--- config.mk ---
export PLATFORM = sky130hd
export DESIGN_NAME = pcx_rle_tile_unpacker
export DESIGN_NICKNAME = d
export VERILOG_FILES = /design/src/hdl/rtu_pkg.sv /design/src/hdl/rtu_fifo.sv /design/src/hdl/rtu_front.sv /design/src/hdl/rtu_back.sv /design/src/hdl/pcx_rle_tile_unpacker.sv
export SDC_FILE = /design/constraint.sdc
export NUM_CORES = 1
export LEC_CHECK = 0
export BUFFER_PORTS_ARGS = -buffer_cell sky130_fd_sc_hd__buf_2
export CORE_MARGIN = 2
export CORE_UTILIZATION = 57
export DETAILED_ROUTE_END_ITERATION = 10
export GPL_TIMING_DRIVEN = 0
export PLACE_DENSITY = 0.78
export SLEW_MARGIN = 20
export SYNTH_ARGS = -nofsm -noshare
export SYNTH_HDL_FRONTEND = slang
export SYNTH_HIERARCHICAL = 1
export SYNTH_SLANG_ARGS = --single-unit
--- constraint.sdc ---
create_clock -name clk -period 4.5 [get_ports clk]
set_input_delay 1.125 -clock clk [delete_from_list [all_inputs] [get_ports clk]]
set_output_delay 1.125 -clock clk [all_outputs]
set_load 0.02 [all_outputs]
--- src/hdl/rtu_pkg.sv ---
// Shared types, constants and helpers for the PCX run-length tile unpacker.
package rtu_pkg;

	// Geometry registers are 11 bits wide; tiles are 8x8 pixels.
	localparam int GEOM_W     = 11;
	localparam int TILE_SHIFT = 3;
	localparam int TILE_IDX_W = 2 * (GEOM_W - TILE_SHIFT);
	localparam int ADDR_W     = 20;
	localparam int CFG_IDX_W  = 1;
	localparam int CLAMP_W    = 13;

	localparam logic [GEOM_W-1:0] GEOM_RESET = 11'd256;
	localparam logic [GEOM_W-1:0] GEOM_MIN   = 11'd8;
	localparam logic [7:0]        RUN_MARK   = 8'hC0;

	// Configuration register indexes.
	localparam logic [CFG_IDX_W-1:0] CFG_IMAGE_WIDTH  = 1'd0;
	localparam logic [CFG_IDX_W-1:0] CFG_IMAGE_HEIGHT = 1'd1;

	// One input item of the compressed stream.
	typedef struct packed {
		logic [7:0] stream_byte;
		logic       image_start;
	} stream_item_t;

	// One result item: a pixel and its tile-ordered address.
	typedef struct packed {
		logic [ADDR_W-1:0] pixel_address;
		logic [7:0]        pixel_index;
		logic              run_last;
		logic              image_done;
	} pixel_item_t;

	// Command from the byte classifier to the pixel sequencer.
	// A count of zero only advances the row bookkeeping.
	typedef struct packed {
		logic       start;
		logic [5:0] count;
		logic [7:0] pix;
	} rtu_cmd_t;

	// Image geometry as written through the configuration port.
	typedef struct packed {
		logic [GEOM_W-1:0] width;
		logic [GEOM_W-1:0] height;
	} rtu_geom_t;

	// Round down to a multiple of eight, then clamp to [8, maxv].
	function automatic logic [GEOM_W-1:0] eff_dim(input logic [GEOM_W-1:0] v,
			input logic [CLAMP_W-1:0] maxv);
		logic [GEOM_W-1:0] r;
		r = {v[GEOM_W-1:TILE_SHIFT], {TILE_SHIFT{1'b0}}};
		if (r < GEOM_MIN) begin
			r = GEOM_MIN;
		end
		if ({{(CLAMP_W-GEOM_W){1'b0}}, r} > maxv) begin
			r = maxv[GEOM_W-1:0];
		end
		return r;
	endfunction

endpackage

--- src/hdl/rtu_fifo.sv ---
// Small register-based first-in first-out queue.
module rtu_fifo #(
	parameter int WIDTH = 8,
	parameter int DEPTH = 4
) (
	input  logic             clk,
	input  logic             arst_n,
	input  logic             wr_en,
	input  logic [WIDTH-1:0] wr_data,
	input  logic             rd_en,
	output logic [WIDTH-1:0] rd_data,
	output logic             full,
	output logic             empty
);
	localparam int AW = (DEPTH > 1) ? $clog2(DEPTH) : 1;
	localparam int CW = $clog2(DEPTH + 1);
	localparam logic [AW-1:0] LAST = AW'(DEPTH - 1);
	localparam logic [CW-1:0] FULL_CNT = CW'(DEPTH);

	logic [WIDTH-1:0] mem_q [DEPTH];
	logic [AW-1:0]    wr_ptr_q, rd_ptr_q;
	logic [CW-1:0]    cnt_q;
	logic             do_wr, do_rd;

	assign full    = (cnt_q == FULL_CNT);
	assign empty   = (cnt_q == '0);
	assign do_wr   = wr_en && !full;
	assign do_rd   = rd_en && !empty;
	assign rd_data = mem_q[rd_ptr_q];

	// Pointers and fill count.
	always_ff @(posedge clk or negedge arst_n) begin
		if (!arst_n) begin
			wr_ptr_q <= '0;
			rd_ptr_q <= '0;
			cnt_q    <= '0;
		end else begin
			if (do_wr) begin
				wr_ptr_q <= (wr_ptr_q == LAST) ? '0 : wr_ptr_q + 1'b1;
			end
			if (do_rd) begin
				rd_ptr_q <= (rd_ptr_q == LAST) ? '0 : rd_ptr_q + 1'b1;
			end
			if (do_wr && !do_rd) begin
				cnt_q <= cnt_q + 1'b1;
			end else if (do_rd && !do_wr) begin
				cnt_q <= cnt_q - 1'b1;
			end
		end
	end

	// Storage needs no reset.
	always_ff @(posedge clk) begin
		if (do_wr) begin
			mem_q[wr_ptr_q] <= wr_data;
		end
	end

endmodule

--- src/hdl/rtu_front.sv ---
// Byte classifier: pairs run markers with their index bytes and issues commands.
module rtu_front
	import rtu_pkg::*;
(
	input  logic         clk,
	input  logic         arst_n,
	input  logic         push,
	input  stream_item_t stream_item,
	output logic         full,
	input  logic         cmd_full,
	output logic         cmd_push,
	output rtu_cmd_t     cmd
);
	logic       pending_q;
	logic [5:0] run_cnt_q;
	logic       pend;
	logic       is_mark;
	logic       accept;

	assign full     = cmd_full;
	assign accept   = push && !cmd_full;
	assign cmd_push = accept;

	// A new image drops any half-read run marker.
	assign pend    = pending_q && !stream_item.image_start;
	assign is_mark = (stream_item.stream_byte >= RUN_MARK);

	// Every item becomes one command; a marker only advances bookkeeping.
	always_comb begin
		cmd.start = stream_item.image_start;
		cmd.pix   = stream_item.stream_byte;
		if (pend) begin
			cmd.count = run_cnt_q;
		end else if (is_mark) begin
			cmd.count = 6'd0;
		end else begin
			cmd.count = 6'd1;
		end
	end

	// Marker pairing state.
	always_ff @(posedge clk or negedge arst_n) begin
		if (!arst_n) begin
			pending_q <= 1'b0;
			run_cnt_q <= '0;
		end else if (accept) begin
			if (pend) begin
				pending_q <= 1'b0;
			end else if (is_mark) begin
				pending_q <= 1'b1;
				run_cnt_q <= 6'(stream_item.stream_byte - RUN_MARK);
			end else begin
				pending_q <= 1'b0;
			end
		end
	end

endmodule

--- src/hdl/rtu_back.sv ---
// Pixel sequencer: tracks the raster position and emits one addressed pixel a cycle in S_EMIT unless out_full.
module rtu_back
	import rtu_pkg::*;
#(
	parameter int MAX_WIDTH  = 1024,
	parameter int MAX_HEIGHT = 1024
) (
	input  logic        clk,
	input  logic        arst_n,
	input  rtu_geom_t   geom,
	input  logic        cmd_empty,
	input  rtu_cmd_t    cmd,
	output logic        cmd_pop,
	input  logic        out_full,
	output logic        out_push,
	output pixel_item_t out_item
);
	typedef enum logic [1:0] {S_TAKE, S_BASE, S_EMIT} state_t;

	state_t                state_q;
	logic [GEOM_W-1:0]     column_q, row_q;
	logic                  finished_q;
	logic [5:0]            cnt_q;
	logic [7:0]            pix_q;
	logic [TILE_IDX_W-1:0] base_q;

	logic [GEOM_W-1:0]     w, h;
	logic [GEOM_W-1:0]     col0, row0, col1, row1;
	logic                  fin0, fin1;
	logic                  row_end, img_end;
	logic [GEOM_W-1:0]     row_next;
	logic [TILE_IDX_W-1:0] tile;

	assign w = eff_dim(geom.width, CLAMP_W'(MAX_WIDTH));
	assign h = eff_dim(geom.height, CLAMP_W'(MAX_HEIGHT));

	// Restart, late row wrap and end-of-image check for the next command.
	always_comb begin
		col0 = cmd.start ? '0 : column_q;
		row0 = cmd.start ? '0 : row_q;
		fin0 = cmd.start ? 1'b0 : finished_q;
		if (!fin0 && col0 >= w) begin
			col1 = '0;
			row1 = row0 + 1'b1;
		end else begin
			col1 = col0;
			row1 = row0;
		end
		fin1 = fin0 || (row1 >= h);
	end

	// Position of the pixel being emitted.
	assign row_next = row_q + 1'b1;
	assign row_end  = ({1'b0, column_q} + 1'b1) == {1'b0, w};
	assign img_end  = row_end && (row_next == h);
	assign tile     = base_q + TILE_IDX_W'(column_q[GEOM_W-1:TILE_SHIFT]);

	always_comb begin
		out_item.pixel_address = ADDR_W'({tile, row_q[TILE_SHIFT-1:0],
			column_q[TILE_SHIFT-1:0]});
		out_item.pixel_index   = pix_q;
		out_item.run_last      = (cnt_q == 6'd1) || row_end;
		out_item.image_done    = img_end;
	end

	assign cmd_pop  = (state_q == S_TAKE) && !cmd_empty;
	assign out_push = (state_q == S_EMIT) && !out_full;

	// Sequencer state and raster position.
	always_ff @(posedge clk or negedge arst_n) begin
		if (!arst_n) begin
			state_q    <= S_TAKE;
			column_q   <= '0;
			row_q      <= '0;
			finished_q <= 1'b0;
			cnt_q      <= '0;
			pix_q      <= '0;
			base_q     <= '0;
		end else begin
			case (state_q)
				S_TAKE: begin
					if (!cmd_empty) begin
						column_q   <= col1;
						row_q      <= row1;
						finished_q <= fin1;
						cnt_q      <= cmd.count;
						pix_q      <= cmd.pix;
						if (!fin1 && cmd.count != 6'd0) begin
							state_q <= S_BASE;
						end
					end
				end
				S_BASE: begin
					// First tile number of the current tile row.
					base_q  <= TILE_IDX_W'(row_q[GEOM_W-1:TILE_SHIFT])
						* TILE_IDX_W'(w[GEOM_W-1:TILE_SHIFT]);
					state_q <= S_EMIT;
				end
				S_EMIT: begin
					if (!out_full) begin
						cnt_q <= cnt_q - 1'b1;
						if (row_end) begin
							column_q   <= '0;
							row_q      <= row_next;
							finished_q <= (row_next >= h);
							state_q    <= S_TAKE;
						end else begin
							column_q <= column_q + 1'b1;
							if (cnt_q == 6'd1) begin
								state_q <= S_TAKE;
							end
						end
					end
				end
				default: begin
					state_q <= S_TAKE;
				end
			endcase
		end
	end

endmodule

--- src/hdl/pcx_rle_tile_unpacker.sv ---
// Top level of the PCX run-length decoder with 8x8 tile-ordered pixel addresses.
// A literal byte's pixel passes the command queue, the sequencer's take, base and emit states
// and the result queue before it is on the result ports. The sequencer handles a run marker
// in its take state alone, and a literal byte or a run through take, base and emit; it finishes
// one command before it takes the next and sets the rate, and a four-entry command queue absorbs
// bursts. Reset clears the queues and raster position and sets both geometry registers to 256.
module pcx_rle_tile_unpacker
	import rtu_pkg::*;
#(
	parameter int MAX_WIDTH  = 1024,
	parameter int MAX_HEIGHT = 1024
) (
	input  logic                 clk,
	input  logic                 arst_n,
	input  logic                 push,
	output logic                 full,
	input  stream_item_t         stream_item,
	output logic                 empty,
	input  logic                 pop,
	output pixel_item_t          result,
	input  logic                 cfg_valid,
	output logic                 cfg_ready,
	input  logic [CFG_IDX_W-1:0] cfg_index,
	input  logic [GEOM_W-1:0]    cfg_data
);
	localparam int CMD_DEPTH = 4;
	localparam int OUT_DEPTH = 2;

	rtu_geom_t   geom_q;
	logic        cmd_push, cmd_pop, cmd_full, cmd_empty;
	rtu_cmd_t    cmd_in, cmd_out;
	logic        out_push, out_full;
	pixel_item_t out_item;

	// Geometry registers.
	assign cfg_ready = 1'b1;

	always_ff @(posedge clk or negedge arst_n) begin
		if (!arst_n) begin
			geom_q.width  <= GEOM_RESET;
			geom_q.height <= GEOM_RESET;
		end else if (cfg_valid) begin
			case (cfg_index)
				CFG_IMAGE_WIDTH:  geom_q.width  <= cfg_data;
				CFG_IMAGE_HEIGHT: geom_q.height <= cfg_data;
				default: begin
				end
			endcase
		end
	end

	// Front: byte classification.
	rtu_front u_front (
		.clk         (clk),
		.arst_n      (arst_n),
		.push        (push),
		.stream_item (stream_item),
		.full        (full),
		.cmd_full    (cmd_full),
		.cmd_push    (cmd_push),
		.cmd         (cmd_in)
	);

	// Command queue between front and back.
	rtu_fifo #(
		.WIDTH ($bits(rtu_cmd_t)),
		.DEPTH (CMD_DEPTH)
	) u_cmd_fifo (
		.clk     (clk),
		.arst_n  (arst_n),
		.wr_en   (cmd_push),
		.wr_data (cmd_in),
		.rd_en   (cmd_pop),
		.rd_data (cmd_out),
		.full    (cmd_full),
		.empty   (cmd_empty)
	);

	// Back: pixel sequencing and addressing.
	rtu_back #(
		.MAX_WIDTH  (MAX_WIDTH),
		.MAX_HEIGHT (MAX_HEIGHT)
	) u_back (
		.clk       (clk),
		.arst_n    (arst_n),
		.geom      (geom_q),
		.cmd_empty (cmd_empty),
		.cmd       (cmd_out),
		.cmd_pop   (cmd_pop),
		.out_full  (out_full),
		.out_push  (out_push),
		.out_item  (out_item)
	);

	// Result queue toward the consumer.
	rtu_fifo #(
		.WIDTH ($bits(pixel_item_t)),
		.DEPTH (OUT_DEPTH)
	) u_out_fifo (
		.clk     (clk),
		.arst_n  (arst_n),
		.wr_en   (out_push),
		.wr_data (out_item),
		.rd_en   (pop),
		.rd_data (result),
		.full    (out_full),
		.empty   (empty)
	);

endmodule

-- Word level (Yosys, flattened, before mapping)
Memory sizes are Yosys's and may differ from the RTL's.
Cells that the tools add are included.
- bits of input ports: 26
- RAM bits: 120
- register bits: 93
- output and inout bits: 33
- word-level logic and storage cells: 148
- memories kept: 2
- eq/ne operators: 14
- bitwise gates (word level): 3
- add/subtract/negate cells: 15
- $mul: 1
- mux-type cells: 46
- order comparisons: 8
- reduce and logical (&&, ||, !) cells: 42
- memories (name ; words ; width ; read ports ; clocked after Yosys merged registers in ; wr ports ; RTL line ; RTL):
    u_cmd_fifo.mem_q ; 4 ; 15 ; 1 ; 0 ; 1 ; rtu_fifo.sv:20 ; logic [WIDTH-1:0] mem_q [DEPTH];
    u_out_fifo.mem_q ; 2 ; 30 ; 1 ; 0 ; 1 ; rtu_fifo.sv:20 ;
- operator list (kind ; count):
    $mux W11 ; 14
    $pmux W11 S2 ; 2
    $add A11 B1 Y11 const B ; 3
    $ge A11 B11 Y1 ; 3
    $gt A11 B11 Y1 const B ; 2
    $lt A11 B4 Y1 const B ; 2
    $mux W2 ; 9
    $mux W6 ; 3
    $logic_and A1 B1 Y1 ; 15
    $add A14 B8 Y14 ; 1
    $mul A8 B8 Y14 ; 1
    $mux W1 ; 13
    $add A11 B1 Y12 const B ; 1
    $eq A12 B11 Y1 ; 1
    $pmux W6 S2 ; 1
    $sub A6 B1 Y6 const B ; 2
    $eq A11 B11 Y1 ; 1
    $logic_not A1 Y1 ; 11
    $eq A2 B2 Y1 const B ; 4
    $ge A8 B8 Y1 const B ; 1
    $reduce_and A4 Y1 ; 2
    $add A2 B1 Y2 const B ; 3
    $eq A6 B1 Y1 const B ; 1
    $mux W3 ; 2
    19 further kinds ; 31

-- Depth between registers and ports, before layout
- depth after elaboration: 14
- gate-level depth with buffers: 21

-- By module
Netlist, hierarchy kept.
- modules (own cells, without submodules) (module ; area each (sq um) ; cells each ; instances ; seq. area each (sq um)):
    rtu_back ; 6466.2 ; 768 ; 1 ; 1326.3
    rtu_fifo (u_cmd_fifo) ; 2610.0 ; 116 ; 1 ; 1976.9
    rtu_fifo (u_out_fifo) ; 2481.1 ; 112 ; 1 ; 1901.8
    pcx_rle_tile_unpacker ; 889.6 ; 50 ; 1 ; 553.0
    rtu_front ; 419.2 ; 35 ; 1 ; 175.2

-- Least setup slack after synthesis
OpenSTA, ideal clock, no wires.
- path type: register -> register
- start: register u_cmd_fifo.rd_ptr_q[0]
- end: register u_back.finished_q
- stages on the path, launching flop included: 21
- setup slack: -0.145 ns
- arrival time: 4.520 ns
- required time: 4.375 ns
- period minus slack after synthesis: 4.645 ns
- cells stage by stage: dfrtp_1 buf_4 mux4_2 clkbuf_1 clkbuf_1 nand2b_1 ha_1 a41o_1 o311ai_1 and3_1 clkbuf_1 nor4b_1 nand3_1 xnor2_1 ha_1 a21oi_1 nor2b_1 o21ai_0 o211ai_1 a221o_1 mux2_2
- RTL lines (element ; RTL line ; RTL):
    start: declaration ; rtu_fifo.sv:21 ; logic [AW-1:0] wr_ptr_q, rd_ptr_q;
    start signal: assignment ; rtu_fifo.sv:42 ; rd_ptr_q <= (rd_ptr_q == LAST) ? '0 : rd_ptr_q + 1'b1;
    end signal: assignment ; rtu_back.sv:85 ; finished_q <= fin1;
    end signal: assignment ; rtu_back.sv:105 ; finished_q <= (row_next >= h);
    end: declaration ; rtu_back.sv:22 ; logic finished_q;

==> flow_summary.ini <==
[final_layout]
antennaDiodeCount = 0
stdcell_area_um2 = 14700
synthToLayoutAreaGrowth_pct = 16.0
drive_above_1_share = 0.268
final_nets = 1319
nFillCells = 1589
instances_no_fill = 1478
utilization = 0.672

[timing]
clock_skew_ns = 0.0113
hold_viol = 0
max_slew_margin = 0.420
fin_crit_ns = 4.45
report.final.slew_viol_count = 0
final.period_utilization = 0.988
tightest_slew_ns = 0.870
max_freq_mhz = 225
setup_ws_ns = 0.0530
setup_viol = 0
whs_ns = 0.476

[routing]
vias = 8563
viasPerCell = 5.79
wirelength_mm = 27.8
drc = 0
dr.pass1.iters = 5
postRouteAntennaNets = 0
post_drt_wl_per_cell_um = 18.8
drtIter0Drc = 729

[global_route]
grt_pass1_wl_mm = 45.6
grt-ovfl-total = 0
grt_max_degree = 47
gr-usage-all-layers = 0.240
grt_pass1_vias = 8750
antenna_found_initial = 0

[setup_path]
rr_endpoint = u_back/finished_q$_DFFE_PN0P_
worstPathMaxFanout = 7
path_buf_inv = 4
crit_family = simple AND/OR/NAND/NOR gates
cp_data_required_time_ns = 4.88
cp_slowest_cell = mux4_2
cpPeakStageDelay_ns = 0.54
end_kind = register
ff2ff_path_depth = 19
cp_cell_sequence = buf_6 -> mux4_2 -> buf_8 -> buf_8 -> nor2b_4 -> ha_1 -> and4_4 -> o211ai_1 -> and3_4 -> nor4b_4 -> buf_4 -> nand3_4 -> xnor2_2 -> nor2_1 -> ha_1 -> nand4_1 -> o211ai_1 -> a221o_1 -> mux2_2
crit_type = register to register
ff2ff_setup_slack_ns = 0.05
start_kind = register
cp.arrival_ns = 4.82
r2r-start = u_cmd_fifo/rd_ptr_q[0]$_DFFE_PN0P_

[min_path]
hold_path_class = register to register
hp-start = u_back/pix_q[4]$_DFFE_PN0P_
hold_path_depth = 0
min_to = u_out_fifo/mem_q[1][6]$_DFFE_PP_

[clock_tree]
cts_made_buffers = 22
clockBufferDepth = 3
clkLatencyLatePin_ns = 0.50
path_clk_slew_ns = 0.06
cts_sinks = 207
htree_levels = 1
cts_tree = yes
cts-root-buf = clkbuf_16

[run_status]
status = complete, no violations

[place]
dp_slack_ns = -1.04
hpwl_mm = 20.0
placedCellCount = 1405
placed_area_um2 = 13300
routabilityCongestion = 0.976
numPortBuffers = 54

[die]
coreArea_um2 = 21800
start_util = 0.579
rows = 54
die-height_um = 153
dieArea_um2 = 23400
die_w_um = 153
ios = 59

[synth]
yosys_warnings = 6
syn_area_um2 = 12600
synth_nets = 1205
syn_avg_cell_area_um2 = 11.8
syn_inst = 1069

[flow_run]
drv_cap = 0

[pwr]
irDropWorstVdd_v = 0.000379
power.density_nw_per_um2 = 578
p_leak_nw = 6.23
==> per-stage QoR <==
step           total power [mW]   TNS, ns
6_report                   8.48         0
5_1_grt                    8.95   -0.0839
4_1_cts                    8.33  -0.00856
3_5_place_dp               6.46     -3.91
3_3_place_gp               6.30     -3.61
2_1_floorplan              5.47   -0.0147
==> per-layer routing <==
layer	wire, um	track usage
met5	0	0
met2	13700	0.405
met3	1670	0.0281
met4	612	0.0644
met1	11800	0.333
==> worst max-delay path by stage <==
stage | from | endpoint | slack (ns) | depth (start not counted)
6_report | u_cmd_fifo/rd_ptr_q[0]$_DFFE_PN0P_ | u_back/finished_q$_DFFE_PN0P_ | 0.05 | 19
4_1_cts | u_cmd_fifo/rd_ptr_q[0]$_DFFE_PN0P_ | u_back/finished_q$_DFFE_PN0P_ | -0.009 | 20
2_1_floorplan | u_cmd_fifo/rd_ptr_q[0]$_DFFE_PN0P_ | u_back/finished_q$_DFFE_PN0P_ | -0.01 | 20
5_1_grt | u_cmd_fifo/rd_ptr_q[0]$_DFFE_PN0P_ | u_back/finished_q$_DFFE_PN0P_ | -0.08 | 21
3_3_place_gp | u_cmd_fifo/rd_ptr_q[1]$_DFFE_PN0P_ | u_back/finished_q$_DFFE_PN0P_ | -1.0 | 20
3_5_place_dp | u_cmd_fifo/rd_ptr_q[1]$_DFFE_PN0P_ | u_back/finished_q$_DFFE_PN0P_ | -1.04 | 20
==> report_power, final <==
part | switching (mW) | internal, mW
Sequential | 0.374 | 2.64
Combinational | 2.10 | 1.63
Clock | 0.706 | 1.03
==> flip-flops by register name, summed over array words and instances (netlist names), 2 cells and up <==
signal and flops:
u_back/column_q 11, u_cmd_fifo/wr_ptr_q 2, u_back/row_q 11, u_back/base_q 14, u_out_fifo/mem_q 60, u_back/state_q 2
u_back/cnt_q 6, u_cmd_fifo/rd_ptr_q 2, u_back/pix_q 8, u_cmd_fifo/cnt_q 3, u_front/run_cnt_q 6, geom_q 16
u_cmd_fifo/mem_q 60, u_out_fifo/cnt_q 2
==> cell type report <==
class	count	area, um^2	area share
Buffer	59	440	0.0300
Clock buffer	35	641	0.0437
Clock inverter	4	53.8	0.00367
Inverter	80	303	0.0207
Multi-Input combinational cell	717	6450	0.440
Sequential cell	207	5790	0.395
Tap cell	280	350	0.0239
Timing Repair Buffer	96	636	0.0433
==> placed cells by master, fill, tap and decap left out, drive strengths merged, types with 4 or more instances in the layout <==
cell / count
mux4: 15
mux2i: 8
nand3: 25
xnor2: 37
mux2: 68
nand2b: 15
a21o: 13
nor3: 17
clkbuf: 53
and2: 31
o31ai: 6
a211o: 5
xor2: 16
inv: 78
o21ai: 40
a211oi: 6
buf: 137
nand4: 13
o211ai: 7
a21oi: 34
and3: 8
fa: 37
nor2b: 28
dfrtp: 85
edfxtp: 120
nand2: 87
ha: 73
a31oi: 6
a2bb2oi: 4
o21a: 7
nor4: 7
nor2: 55
==> repair_timing <==
item | CTS | global route
pin swaps | 9 | 34
hold buffers | 0 | 0
setup buffers | 17 | 23
gates resized for setup | 43 | 48
setup endpoints to repair | 8 | 7
Note: power is estimated with default switching activity, not from simulation.
